## src/rtl/mrwc_pkg.sv

```systemverilog
// Shared types for the Miller-Rabin witness check block.
`default_nettype none

package mrwc_pkg;

  // Verdict cause codes carried on the result item.
  typedef enum logic [1:0] {
    CAUSE_SMALL_PRIME    = 2'd0,
    CAUSE_TRIVIAL_REJECT = 2'd1,
    CAUSE_PASSED         = 2'd2,
    CAUSE_COMPOSITE      = 2'd3
  } cause_e;

  // Status that the modular multiplier reports to the sequencer.
  typedef struct packed {
    logic busy;
    logic done;
  } mm_status_t;

endpackage

`default_nettype wire

```

## src/rtl/mrwc_modmul.sv

```systemverilog
// Bit-serial interleaved modular multiplier: one multiplier bit per cycle.
`default_nettype none

module mrwc_modmul #(
  parameter int NumberWidth = 31
) (
  input  logic                          clk_i,
  input  logic                          rst_ni,
  input  logic                          start_i,
  input  logic [NumberWidth-1:0]        mcand_i,
  input  logic [((NumberWidth > 31) ? NumberWidth : 31)-1:0] mplier_i,
  input  logic [NumberWidth-1:0]        modulus_i,
  output mrwc_pkg::mm_status_t          status_o,
  output logic [NumberWidth-1:0]        prod_o
);
  import mrwc_pkg::*;

  localparam int NW = NumberWidth;
  localparam int WB = (NW > 31) ? NW : 31;
  localparam int CW = $clog2(WB + 1);

  logic [NW-1:0] acc_q, acc_d;
  logic [NW-1:0] mcand_q;
  logic [WB-1:0] mplier_q;
  logic [CW-1:0] cnt_q;
  logic          busy_q;
  logic          done_q;

  logic [NW+1:0] sum;
  logic [NW+1:0] mod1;
  logic [NW+1:0] mod2;

  // The accumulator stays below the modulus, so 2*acc + mcand is below 3n
  // and at most two subtractions of n bring it back into range.
  always_comb begin
    mod1 = (NW+2)'(modulus_i);
    mod2 = (NW+2)'({modulus_i, 1'b0});
    sum  = (NW+2)'({acc_q, 1'b0}) + (mplier_q[WB-1] ? (NW+2)'(mcand_q) : '0);
    priority if (sum >= mod2) begin
      acc_d = NW'(sum - mod2);
    end else if (sum >= mod1) begin
      acc_d = NW'(sum - mod1);
    end else begin
      acc_d = NW'(sum);
    end
  end

  always_ff @(posedge clk_i or negedge rst_ni) begin
    if (!rst_ni) begin
      busy_q <= 1'b0;
      done_q <= 1'b0;
      cnt_q  <= '0;
    end else if (start_i) begin
      busy_q <= 1'b1;
      done_q <= 1'b0;
      cnt_q  <= CW'(WB);
    end else if (busy_q) begin
      cnt_q <= cnt_q - CW'(1);
      if (cnt_q == CW'(1)) begin
        busy_q <= 1'b0;
        done_q <= 1'b1;
      end
    end else begin
      done_q <= 1'b0;
    end
  end

  always_ff @(posedge clk_i) begin
    if (start_i) begin
      acc_q    <= '0;
      mcand_q  <= mcand_i;
      mplier_q <= mplier_i;
    end else if (busy_q) begin
      acc_q    <= acc_d;
      mplier_q <= {mplier_q[WB-2:0], 1'b0};
    end
  end

  assign status_o.busy = busy_q;
  assign status_o.done = done_q;
  assign prod_o        = acc_q;

endmodule

`default_nettype wire

```

## src/rtl/miller_rabin_witness_check.sv

```systemverilog
// Top level: sequencer for one Miller-Rabin round on a shared modular multiplier.
`default_nettype none

// One item gives a candidate n and a witness base and yields one verdict. Candidates below
// two and even ones above two are rejected without the multiplier, and 2 and 3 are passed
// as small primes the same way. Otherwise every modular product runs on one bit-serial
// multiplier that works through W bits, W being the larger of NUMBER_WIDTH and 31.
// A round needs one product to reduce the witness, NUMBER_WIDTH squarings and
// popcount(d) multiplies for the power, and up to s-1 further squarings, where
// n-1 = d * 2^s. A witness that reduces to zero ends the round early. The input is
// stalled for the whole round; a finished result waits in the output register.
module miller_rabin_witness_check #(
  parameter int NUMBER_WIDTH = 31
) (
  input  logic        clk_i,
  input  logic        rst_ni,
  input  logic        in_valid_i,
  output logic        in_stall_o,
  input  logic [30:0] candidate_i,
  input  logic [30:0] witness_i,
  output logic        out_valid_o,
  input  logic        out_stall_i,
  output logic        probable_prime_o,
  output logic [1:0]  verdict_cause_o
);
  import mrwc_pkg::*;

  localparam int NW = NUMBER_WIDTH;
  localparam int WB = (NW > 31) ? NW : 31;
  localparam int CW = $clog2(NW + 1);

  typedef enum logic [3:0] {
    ST_IDLE,
    ST_SPLIT,
    ST_RED_WAIT,
    ST_POW_NEXT,
    ST_SQ_WAIT,
    ST_POW_MUL,
    ST_MUL_WAIT,
    ST_CHECK,
    ST_LOOP,
    ST_LOOP_WAIT,
    ST_RESULT
  } state_e;

  state_e        state_q;
  logic [NW-1:0] n_q;
  logic [30:0]   w_q;
  logic [NW-1:0] d_q;
  logic [NW-1:0] a_q;
  logic [NW-1:0] x_q;
  logic [CW-1:0] s_q;
  logic [CW-1:0] cnt_q;
  logic          pass_q;
  cause_e        cause_q;
  logic          out_valid_q;
  logic          out_prime_q;
  cause_e        out_cause_q;

  logic [NW-1:0] n_in;
  logic [NW-1:0] nm1;
  logic          is_reject;
  logic          is_small;

  logic          mm_start;
  logic [NW-1:0] mm_mcand;
  logic [WB-1:0] mm_mplier;
  mm_status_t    mm_stat;
  logic [NW-1:0] mm_prod;

  assign n_in      = NW'({1'b0, candidate_i});
  assign is_reject = (n_in < NW'(2)) || ((n_in > NW'(3)) && !n_in[0]);
  assign is_small  = (n_in == NW'(2)) || (n_in == NW'(3));
  assign nm1       = n_q - NW'(1);

  // Operand selection for the shared multiplier; squaring is the usual case.
  always_comb begin
    mm_start  = 1'b0;
    mm_mcand  = x_q;
    mm_mplier = WB'(x_q);
    unique case (state_q)
      ST_SPLIT: begin
        // Reducing the witness is a product with one.
        if (d_q[0]) begin
          mm_start  = 1'b1;
          mm_mcand  = NW'(1);
          mm_mplier = WB'(w_q);
        end
      end
      ST_POW_NEXT: mm_start = (cnt_q != '0);
      ST_POW_MUL: begin
        mm_start  = 1'b1;
        mm_mplier = WB'(a_q);
      end
      ST_LOOP: mm_start = (s_q > CW'(1));
      default: mm_start = 1'b0;
    endcase
  end

  mrwc_modmul #(
    .NumberWidth(NW)
  ) u_modmul (
    .clk_i    (clk_i),
    .rst_ni   (rst_ni),
    .start_i  (mm_start),
    .mcand_i  (mm_mcand),
    .mplier_i (mm_mplier),
    .modulus_i(n_q),
    .status_o (mm_stat),
    .prod_o   (mm_prod)
  );

  always_ff @(posedge clk_i or negedge rst_ni) begin
    if (!rst_ni) begin
      state_q     <= ST_IDLE;
      n_q         <= '0;
      w_q         <= '0;
      d_q         <= '0;
      a_q         <= '0;
      x_q         <= '0;
      s_q         <= '0;
      cnt_q       <= '0;
      pass_q      <= 1'b0;
      cause_q     <= CAUSE_SMALL_PRIME;
      out_valid_q <= 1'b0;
      out_prime_q <= 1'b0;
      out_cause_q <= CAUSE_SMALL_PRIME;
    end else begin
      // A result that leaves while the next one is loaded is handled in ST_RESULT.
      if (out_valid_q && !out_stall_i && (state_q != ST_RESULT)) begin
        out_valid_q <= 1'b0;
      end
      unique case (state_q)
        ST_IDLE: begin
          if (in_valid_i) begin
            n_q <= n_in;
            w_q <= witness_i;
            d_q <= n_in - NW'(1);
            s_q <= '0;
            priority if (is_reject) begin
              pass_q  <= 1'b0;
              cause_q <= CAUSE_TRIVIAL_REJECT;
              state_q <= ST_RESULT;
            end else if (is_small) begin
              pass_q  <= 1'b1;
              cause_q <= CAUSE_SMALL_PRIME;
              state_q <= ST_RESULT;
            end else begin
              state_q <= ST_SPLIT;
            end
          end
        end
        ST_SPLIT: begin
          if (d_q[0]) begin
            state_q <= ST_RED_WAIT;
          end else begin
            d_q <= {1'b0, d_q[NW-1:1]};
            s_q <= s_q + CW'(1);
          end
        end
        ST_RED_WAIT: begin
          if (mm_stat.done) begin
            a_q   <= mm_prod;
            x_q   <= NW'(1);
            cnt_q <= CW'(NW);
            if (mm_prod == '0) begin
              // A witness that reduces to zero gives no evidence; the round counts as passed.
              pass_q  <= 1'b1;
              cause_q <= CAUSE_PASSED;
              state_q <= ST_RESULT;
            end else begin
              state_q <= ST_POW_NEXT;
            end
          end
        end
        ST_POW_NEXT: begin
          // Left-to-right exponentiation over every bit of d, leading zeros too.
          state_q <= (cnt_q != '0) ? ST_SQ_WAIT : ST_CHECK;
        end
        ST_SQ_WAIT: begin
          if (mm_stat.done) begin
            x_q <= mm_prod;
            if (d_q[NW-1]) begin
              state_q <= ST_POW_MUL;
            end else begin
              d_q     <= {d_q[NW-2:0], 1'b0};
              cnt_q   <= cnt_q - CW'(1);
              state_q <= ST_POW_NEXT;
            end
          end
        end
        ST_POW_MUL: begin
          state_q <= ST_MUL_WAIT;
        end
        ST_MUL_WAIT: begin
          if (mm_stat.done) begin
            x_q     <= mm_prod;
            d_q     <= {d_q[NW-2:0], 1'b0};
            cnt_q   <= cnt_q - CW'(1);
            state_q <= ST_POW_NEXT;
          end
        end
        ST_CHECK: begin
          if ((x_q == NW'(1)) || (x_q == nm1)) begin
            pass_q  <= 1'b1;
            cause_q <= CAUSE_PASSED;
            state_q <= ST_RESULT;
          end else begin
            state_q <= ST_LOOP;
          end
        end
        ST_LOOP: begin
          if (s_q > CW'(1)) begin
            s_q     <= s_q - CW'(1);
            state_q <= ST_LOOP_WAIT;
          end else begin
            pass_q  <= 1'b0;
            cause_q <= CAUSE_COMPOSITE;
            state_q <= ST_RESULT;
          end
        end
        ST_LOOP_WAIT: begin
          if (mm_stat.done) begin
            x_q <= mm_prod;
            if (mm_prod == nm1) begin
              pass_q  <= 1'b1;
              cause_q <= CAUSE_PASSED;
              state_q <= ST_RESULT;
            end else begin
              state_q <= ST_LOOP;
            end
          end
        end
        ST_RESULT: begin
          if (!out_valid_q || !out_stall_i) begin
            out_valid_q <= 1'b1;
            out_prime_q <= pass_q;
            out_cause_q <= cause_q;
            state_q     <= ST_IDLE;
          end
        end
        default: state_q <= ST_IDLE;
      endcase
    end
  end

  assign in_stall_o       = (state_q != ST_IDLE);
  assign out_valid_o      = out_valid_q;
  assign probable_prime_o = out_prime_q;
  assign verdict_cause_o  = out_cause_q;

  a_start_when_free: assert property (@(posedge clk_i) disable iff (!rst_ni)
    mm_start |-> !mm_stat.busy)
    else $error("multiplier started while busy");

  a_done_when_waiting: assert property (@(posedge clk_i) disable iff (!rst_ni)
    mm_stat.done |-> (state_q == ST_RED_WAIT || state_q == ST_SQ_WAIT ||
                      state_q == ST_MUL_WAIT || state_q == ST_LOOP_WAIT))
    else $error("multiplier finished outside a wait state");

  a_result_from_seq: assert property (@(posedge clk_i) disable iff (!rst_ni)
    $rose(out_valid_q) |-> $past(state_q == ST_RESULT))
    else $error("result raised without a finished round");

endmodule

`default_nettype wire
```

## config.mk

```make
export PLATFORM = sky130hd
export DESIGN_NAME = miller_rabin_witness_check
export DESIGN_NICKNAME = d
export VERILOG_FILES = /design/src/rtl/mrwc_pkg.sv /design/src/rtl/mrwc_modmul.sv /design/src/rtl/miller_rabin_witness_check.sv
export SDC_FILE = /design/constraint.sdc
export NUM_CORES = 1
export LEC_CHECK = 0
export BUFFER_PORTS_ARGS = -buffer_cell sky130_fd_sc_hd__buf_2
export CAP_MARGIN = 20
export CORE_MARGIN = 1.5
export CORE_UTILIZATION = 55
export CTS_CLUSTER_DIAMETER = 200
export DETAILED_ROUTE_END_ITERATION = 8
export PLACE_DENSITY = 0.75
export REMOVE_ABC_BUFFERS = 1
export SLEW_MARGIN = 25
export SYNTH_ARGS = -nofsm -noshare
export SYNTH_HDL_FRONTEND = slang
export SYNTH_HIERARCHICAL = 1
export SYNTH_SLANG_ARGS = --single-unit
```

## constraint.sdc

```tcl
create_clock -name clk_i -period 5.5 [get_ports clk_i]
set_clock_uncertainty 0.15 [all_clocks]
set_input_delay 1.1 -clock clk_i [delete_from_list [all_inputs] [get_ports clk_i]]
set_output_delay 1.1 -clock clk_i [all_outputs]
set_load 0.1 [all_outputs]
```

==> results_dict.tcl, run 1 <==
set metrics [dict create \
    drc 0 \
    max_cap_violations 0 \
    worst_ep_arrival_time_ns 5.81 \
    clock.fmax_mhz 181 \
    finish.utilization_pct 63.4 \
    route.antenna.remaining_nets 0 \
    grt_pass1_wl_um 102000 \
    routedWlPerCell_um 24.0 \
    ir_drop_v 0.000629 \
    slew_violations 0 \
    max_slew_margin_pct 26.6 \
    viasPerCell 6.68 \
    dp_hpwl_um 49500 \
    io_buffers 70 \
    hp-class "reg -> reg" \
    syn-mean-instance-area_um2 9.41 \
    vias 18419 \
    grt_max_degree 110 \
    hold_viol 0 \
    worst-setup-path-type "reg -> reg" \
    die_w_um 195 \
    antenna_found_initial 0 \
    seq_area_um2 7060 \
    multi_input_area_um2 12600 \
    drive_gt1_share_pct 19.8 \
    cts_root_buffer "clkbuf_16" \
    diodes 0 \
    ys.warnings.count 6 \
    max-clock-path-buffers 3 \
    grt_pass1_vias 17938 \
    critPathLaunch "u_modmul/mplier_q[30]" \
    nets 2434 \
    cp_num_buf_inv 6 \
    synth.cell_area_um2 20300 \
    min_from "a_q[27]" \
    outcome "finished, violations left" \
    crit_fanout 11 \
    area_growth_syn_to_layout_pct 13.8 \
    regToRegStartpoint "u_modmul/mplier_q[30]" \
    p_leak_nw 10.3 \
    cts_tree "yes" \
    die_h_um 195 \
    setup_viol 1 \
    critPathLaunchType "register" \
    fin_crit_ns 5.51 \
    gr-total-overflow 0 \
    critPathMostFrequentCell "buf_4" \
    cts_buffers 34 \
    violations "negative setup slack" \
    core_um2 36400 \
    gp_congestion 1.02 \
    whs_ns 0.336 \
    start_util_pct 55.7 \
    fin_setup_tns_ns -0.0103 \
    synthesis.instances 2156 \
    crit_path_top_delay_cell "o41ai_4" \
    io_pins 71 \
    placed_area_um2 21500 \
    setup_slack_ns -0.0103 \
    fin_crit_sh_pct 100 \
    die-area_um2 38100 \
    design_area_um2 23100 \
    clk_pin_slew_ns 0.06 \
    clk_latency_ns 0.55 \
    cp.required_ns 5.80 \
    num-fill-cells 3049 \
    crit_path_max_incr_delay_ns 0.50 \
    drtPass1Iterations 9 \
    drtIter0Drc 1691 \
    cts_num_sinks 276 \
    power.density_nw_per_um2 789 \
    rsz0062_at_grt "yes" \
    worst_pin_slew_ns 1.09 \
    crit_family "compound AO/OA/AOI/OAI gates" \
    fp-row-count 70 \
    htreeDepth 2 \
    routed_wl_um 66200 \
    grtUsageTotal_pct 34.3 \
    crit_path_end_kind "register" \
]
-- report_power, final --
part           total (mW)  switching, mW  internal (mW)
combinational        12.0           6.84           5.17
sequential           3.91          0.943           2.97
clock                2.28          0.907           1.38
-- sequential cells by signal (all words and copies together) (netlist names) --
register and count:
u_modmul/done_q 1, cause_q 2, state_q 4, u_modmul/cnt_q 5, n_q 31, pass_q 1
probable_prime_o 1, u_modmul/mplier_q 31, s_q 5, d_q 31, verdict_cause_o 2, out_valid_o 1
u_modmul/busy_q 1, u_modmul/mcand_q 31, cnt_q 5, x_q 31, u_modmul/prod_o 31, a_q 31
w_q 31
-- metal layers --
layer	vias to the layer above	routed length, µm	global-route usage (%)
li1	8341	-	-
met1	9009	27200	45.5
met2	892	31200	56.5
met3	177	4770	4.04
met4	0	3000	15.4
met5	-	0	0
-- through the flow --
stage	power (mW)	worst slack, ns	cells
global route	19.3	-0.139	2757
finish	18.2	-0.0103	2757
detailed placement	15.0	-0.349	2674
floorplan	11.6	-1.77	2039
CTS	17.4	0.0131	2739
global placement	14.8	-0.0784	2674
-- worst register-to-register path: cells and delay by family, from the launching register on --
family / cells / cell delay [ns]
AOI/OAI and AO/OA: 9 / 1.82
DFF: 1 / 0.41
adders and majority gates: 3 / 0.75
buffers and inverters: 6 / 0.99
and+or+nand+nor: 7 / 1.27
-- repair_timing --
| action | in CTS | in global routing |
|---|---|---|
| pin swaps | 1 | 21 |
| gates resized for setup | 3 | 38 |
| endpoints found under the setup margin | 31 | 31 |
| gates cloned | 0 | 2 |
| setup buffers | 3 | 16 |
| hold buffers | 0 | 0 |
-- area by class of cell --
cell class | count | area share [%]
multi-input cells | 1661 | 54.4
inverters | 102 | 1.66
flip-flops and latches | 276 | 30.6
repair buffers | 188 | 5.79
clock inverters | 16 | 0.829
clock buffers | 46 | 4.15
well taps | 468 | 2.54
-- cells in the final DEF, fill, tap and decap left out, drive strengths merged, types with 51 or more instances in the layout --
master	instances
mux2	126
nor3	51
a21o	52
o21ai	98
inv	104
edfxtp	62
dfrtp	183
ha	102
nand2	156
a21oi	125
nor2	119
and2	69
buf	185
xor2	57
xnor2	107
-- path summary, 6_finish.rpt --
kind | cells after the start | end | slack (ns)
max reg2reg | 25 | u_modmul/prod_o[17] | -0.01
min | 2 | a_q[27] | 0.34
min reg2reg | 2 | a_q[27] | 0.34
max in group asynchronous | 2 | w_q[22] | 3.63
min in group asynchronous | 1 | out_valid_o | 0.53
max | 25 | u_modmul/prod_o[17] | -0.01
Note: power is estimated with default switching activity, not from simulation.
==> run 2: changes to the inputs <==
Settings changed: CORE_ASPECT_RATIO from default to 0.5, CORE_MARGIN 1.5 to default.
==> run 2 against run 1 <==
Effect of this change:
- the flow still finishes with violations (negative setup slack)
- die area decreased by 0.90%
- via count decreased by 0.93%
- register-to-register slack about the same
- routed wire length decreased by 1.9%
- non-clock buffer count decreased by 30
- first-iteration DRC count increased by 51%
- sequential share of layout area increased by 0.71 points
- worst hold slack improved by 0.0018 ns
- sequential cell count unchanged
- highest routed layer unchanged
==> results_dict.tcl, run 2 (synthesis gave the netlist of run 1 again) <==
set metrics [dict create \
    fin_crit_sh_pct 100 \
    die-area_um2 37700 \
    viasPerCell 6.69 \
    regToRegStartpoint "u_modmul/mplier_q[30]" \
    antenna_found_initial 0 \
    die_w_um 274 \
    area_growth_syn_to_layout_pct 11.2 \
    hold_viol 0 \
    setup_slack_ns -0.0111 \
    drtIter0Drc 2548 \
    max-clock-path-buffers 3 \
    clock.fmax_mhz 181 \
    critPathLaunchType "register" \
    violations "negative setup slack" \
    routed_wl_um 64900 \
    die_h_um 138 \
    core_um2 36100 \
    drtPass1Iterations 6 \
    cts_tree "yes" \
    io_pins 71 \
    holdBufCountCts 0 \
    route.antenna.remaining_nets 0 \
    cts_num_sinks 276 \
    max_slew_margin_pct 37.5 \
    fin_crit_ns 5.51 \
    min_from "cnt_q[4]" \
    dr_wl_met2_um 26200 \
    timing.rr.end "u_modmul/prod_o[1]" \
    fp-row-count 49 \
    worst-setup-path-type "reg -> reg" \
    hp-class "reg -> reg" \
    final_common_cell "dfrtp_1" \
    drive_gt1_share_pct 17.8 \
    slew_violations 0 \
    outcome "finished, violations left" \
    grt_max_degree 113 \
    clk_latency_ns 0.59 \
    worst_pin_slew_ns 0.935 \
    max_cap_violations 0 \
    cp.required_ns 5.81 \
    htreeDepth 1 \
    final_cell_mix "dfrtp_1 (183), nand2_1 (153), mux2_2 (124), a21oi_1 (114), nor2_1 (113)" \
    crit_path_end_kind "register" \
    whs_path_depth 1 \
    routedWlPerCell_um 23.8 \
    top_signal_layer_used "met4" \
    vias 18247 \
    ff2ff_setup_slack_ns -0.01 \
    worst_ep_arrival_time_ns 5.82 \
    r2r_cells 24 \
    crit_fanout 31 \
    start_util_pct 56.2 \
    whs_ns 0.338 \
    wl_met1_um 28300 \
    grt_pass1_vias 16440 \
    dp_hpwl_um 47700 \
    grt_pass1_wl_um 97800 \
    drc 0 \
    io_buffers 70 \
    cts_buffers 26 \
    min_to "cnt_q[4]" \
    setup_viol 1 \
    grtUsageTotal_pct 34.0 \
    finish.utilization_pct 62.5 \
    gr-total-overflow 0 \
    rsz0062_at_grt "yes" \
    wl_met3_um 8790 \
    gp_congestion 1.03 \
    cts_root_buffer "clkbuf_16" \
    nets 2396 \
    clk_pin_slew_ns 0.07 \
]
run 2: layout make-up:
class / instances / area, µm²
timing repair buffer: 158 / 1100
antenna: 1 / 2.50
sequential: 276 / 7060
clock buffer: 33 / 697
clock inverter: 14 / 149
inverter: 102 / 383
tap: 484 / 606
fill: 2995 / 13600
multi-input combinational: 1661 / 12600
run 2: how the worst max path moves through the flow:
stage                     startpoint              endpoint  slack, ns  depth (start not counted)
2_1_floorplan             state_q[2]  u_modmul/mplier_q[0]      -1.77                          5
3_3_place_gp   u_modmul/mplier_q[30]   u_modmul/prod_o[13]       0.03                         23
3_5_place_dp   u_modmul/mplier_q[30]    u_modmul/prod_o[4]      -0.14                         23
4_1_cts        u_modmul/mplier_q[30]    u_modmul/prod_o[1]      0.005                         22
5_1_grt        u_modmul/mplier_q[30]   u_modmul/prod_o[17]      -0.15                         25
6_report       u_modmul/mplier_q[30]    u_modmul/prod_o[1]      -0.01                         24
run 2: through the flow:
stage	instances	cell area (µm²)	setup WS (ns)	TNS, ns
after floorplan	2039	19800	-1.77	-94.63
after global placement	2667	21400	0.0279	0
after detailed placement	2667	21400	-0.138	-0.783
after CTS	2715	22200	0.00467	0
after global routing	2728	22600	-0.145	-1.92
final	2729	22600	-0.0111	-0.0111
run 2: timing repair:
item | in CTS | in global routing
cloned | 0 | 1
buffers inserted | 1 | 11
pin swaps | 1 | 13
endpoints found under the setup margin | 6 | 31
resized for setup | 2 | 36
run 2: critical path, cell delays in order (launching register included):
cell      delay, ns
edfxtp_1       0.41
buf_12         0.17
and2_1         0.14
ha_1           0.20
fa_1           0.42
a21oi_2        0.19
o211ai_1       0.13
a21oi_2        0.26
a21oi_2        0.15
o41ai_4        0.27
nand2_1        0.15
a21oi_2        0.21
xnor2_2        0.13
ha_1           0.23
a21o_1         0.20
a21o_1         0.19
a21oi_2        0.19
o21ai_0        0.11
a31oi_1        0.29
o311ai_4       0.18
a211oi_4       0.25
buf_4          0.16
buf_12         0.15
nor2_2         0.09
a221o_1        0.37
run 2: routing by layer:
layer,GRT usage [%],vias to the layer above
met1,50.4,8849
met2,47.6,1029
li1,-,8250
met5,0,-
met4,7.64,0
met3,10.7,119
Power of run 2 is left out: the tool's default activity adds up to more than one toggle a clock period on the data nets, which glitch-free logic cannot reach.
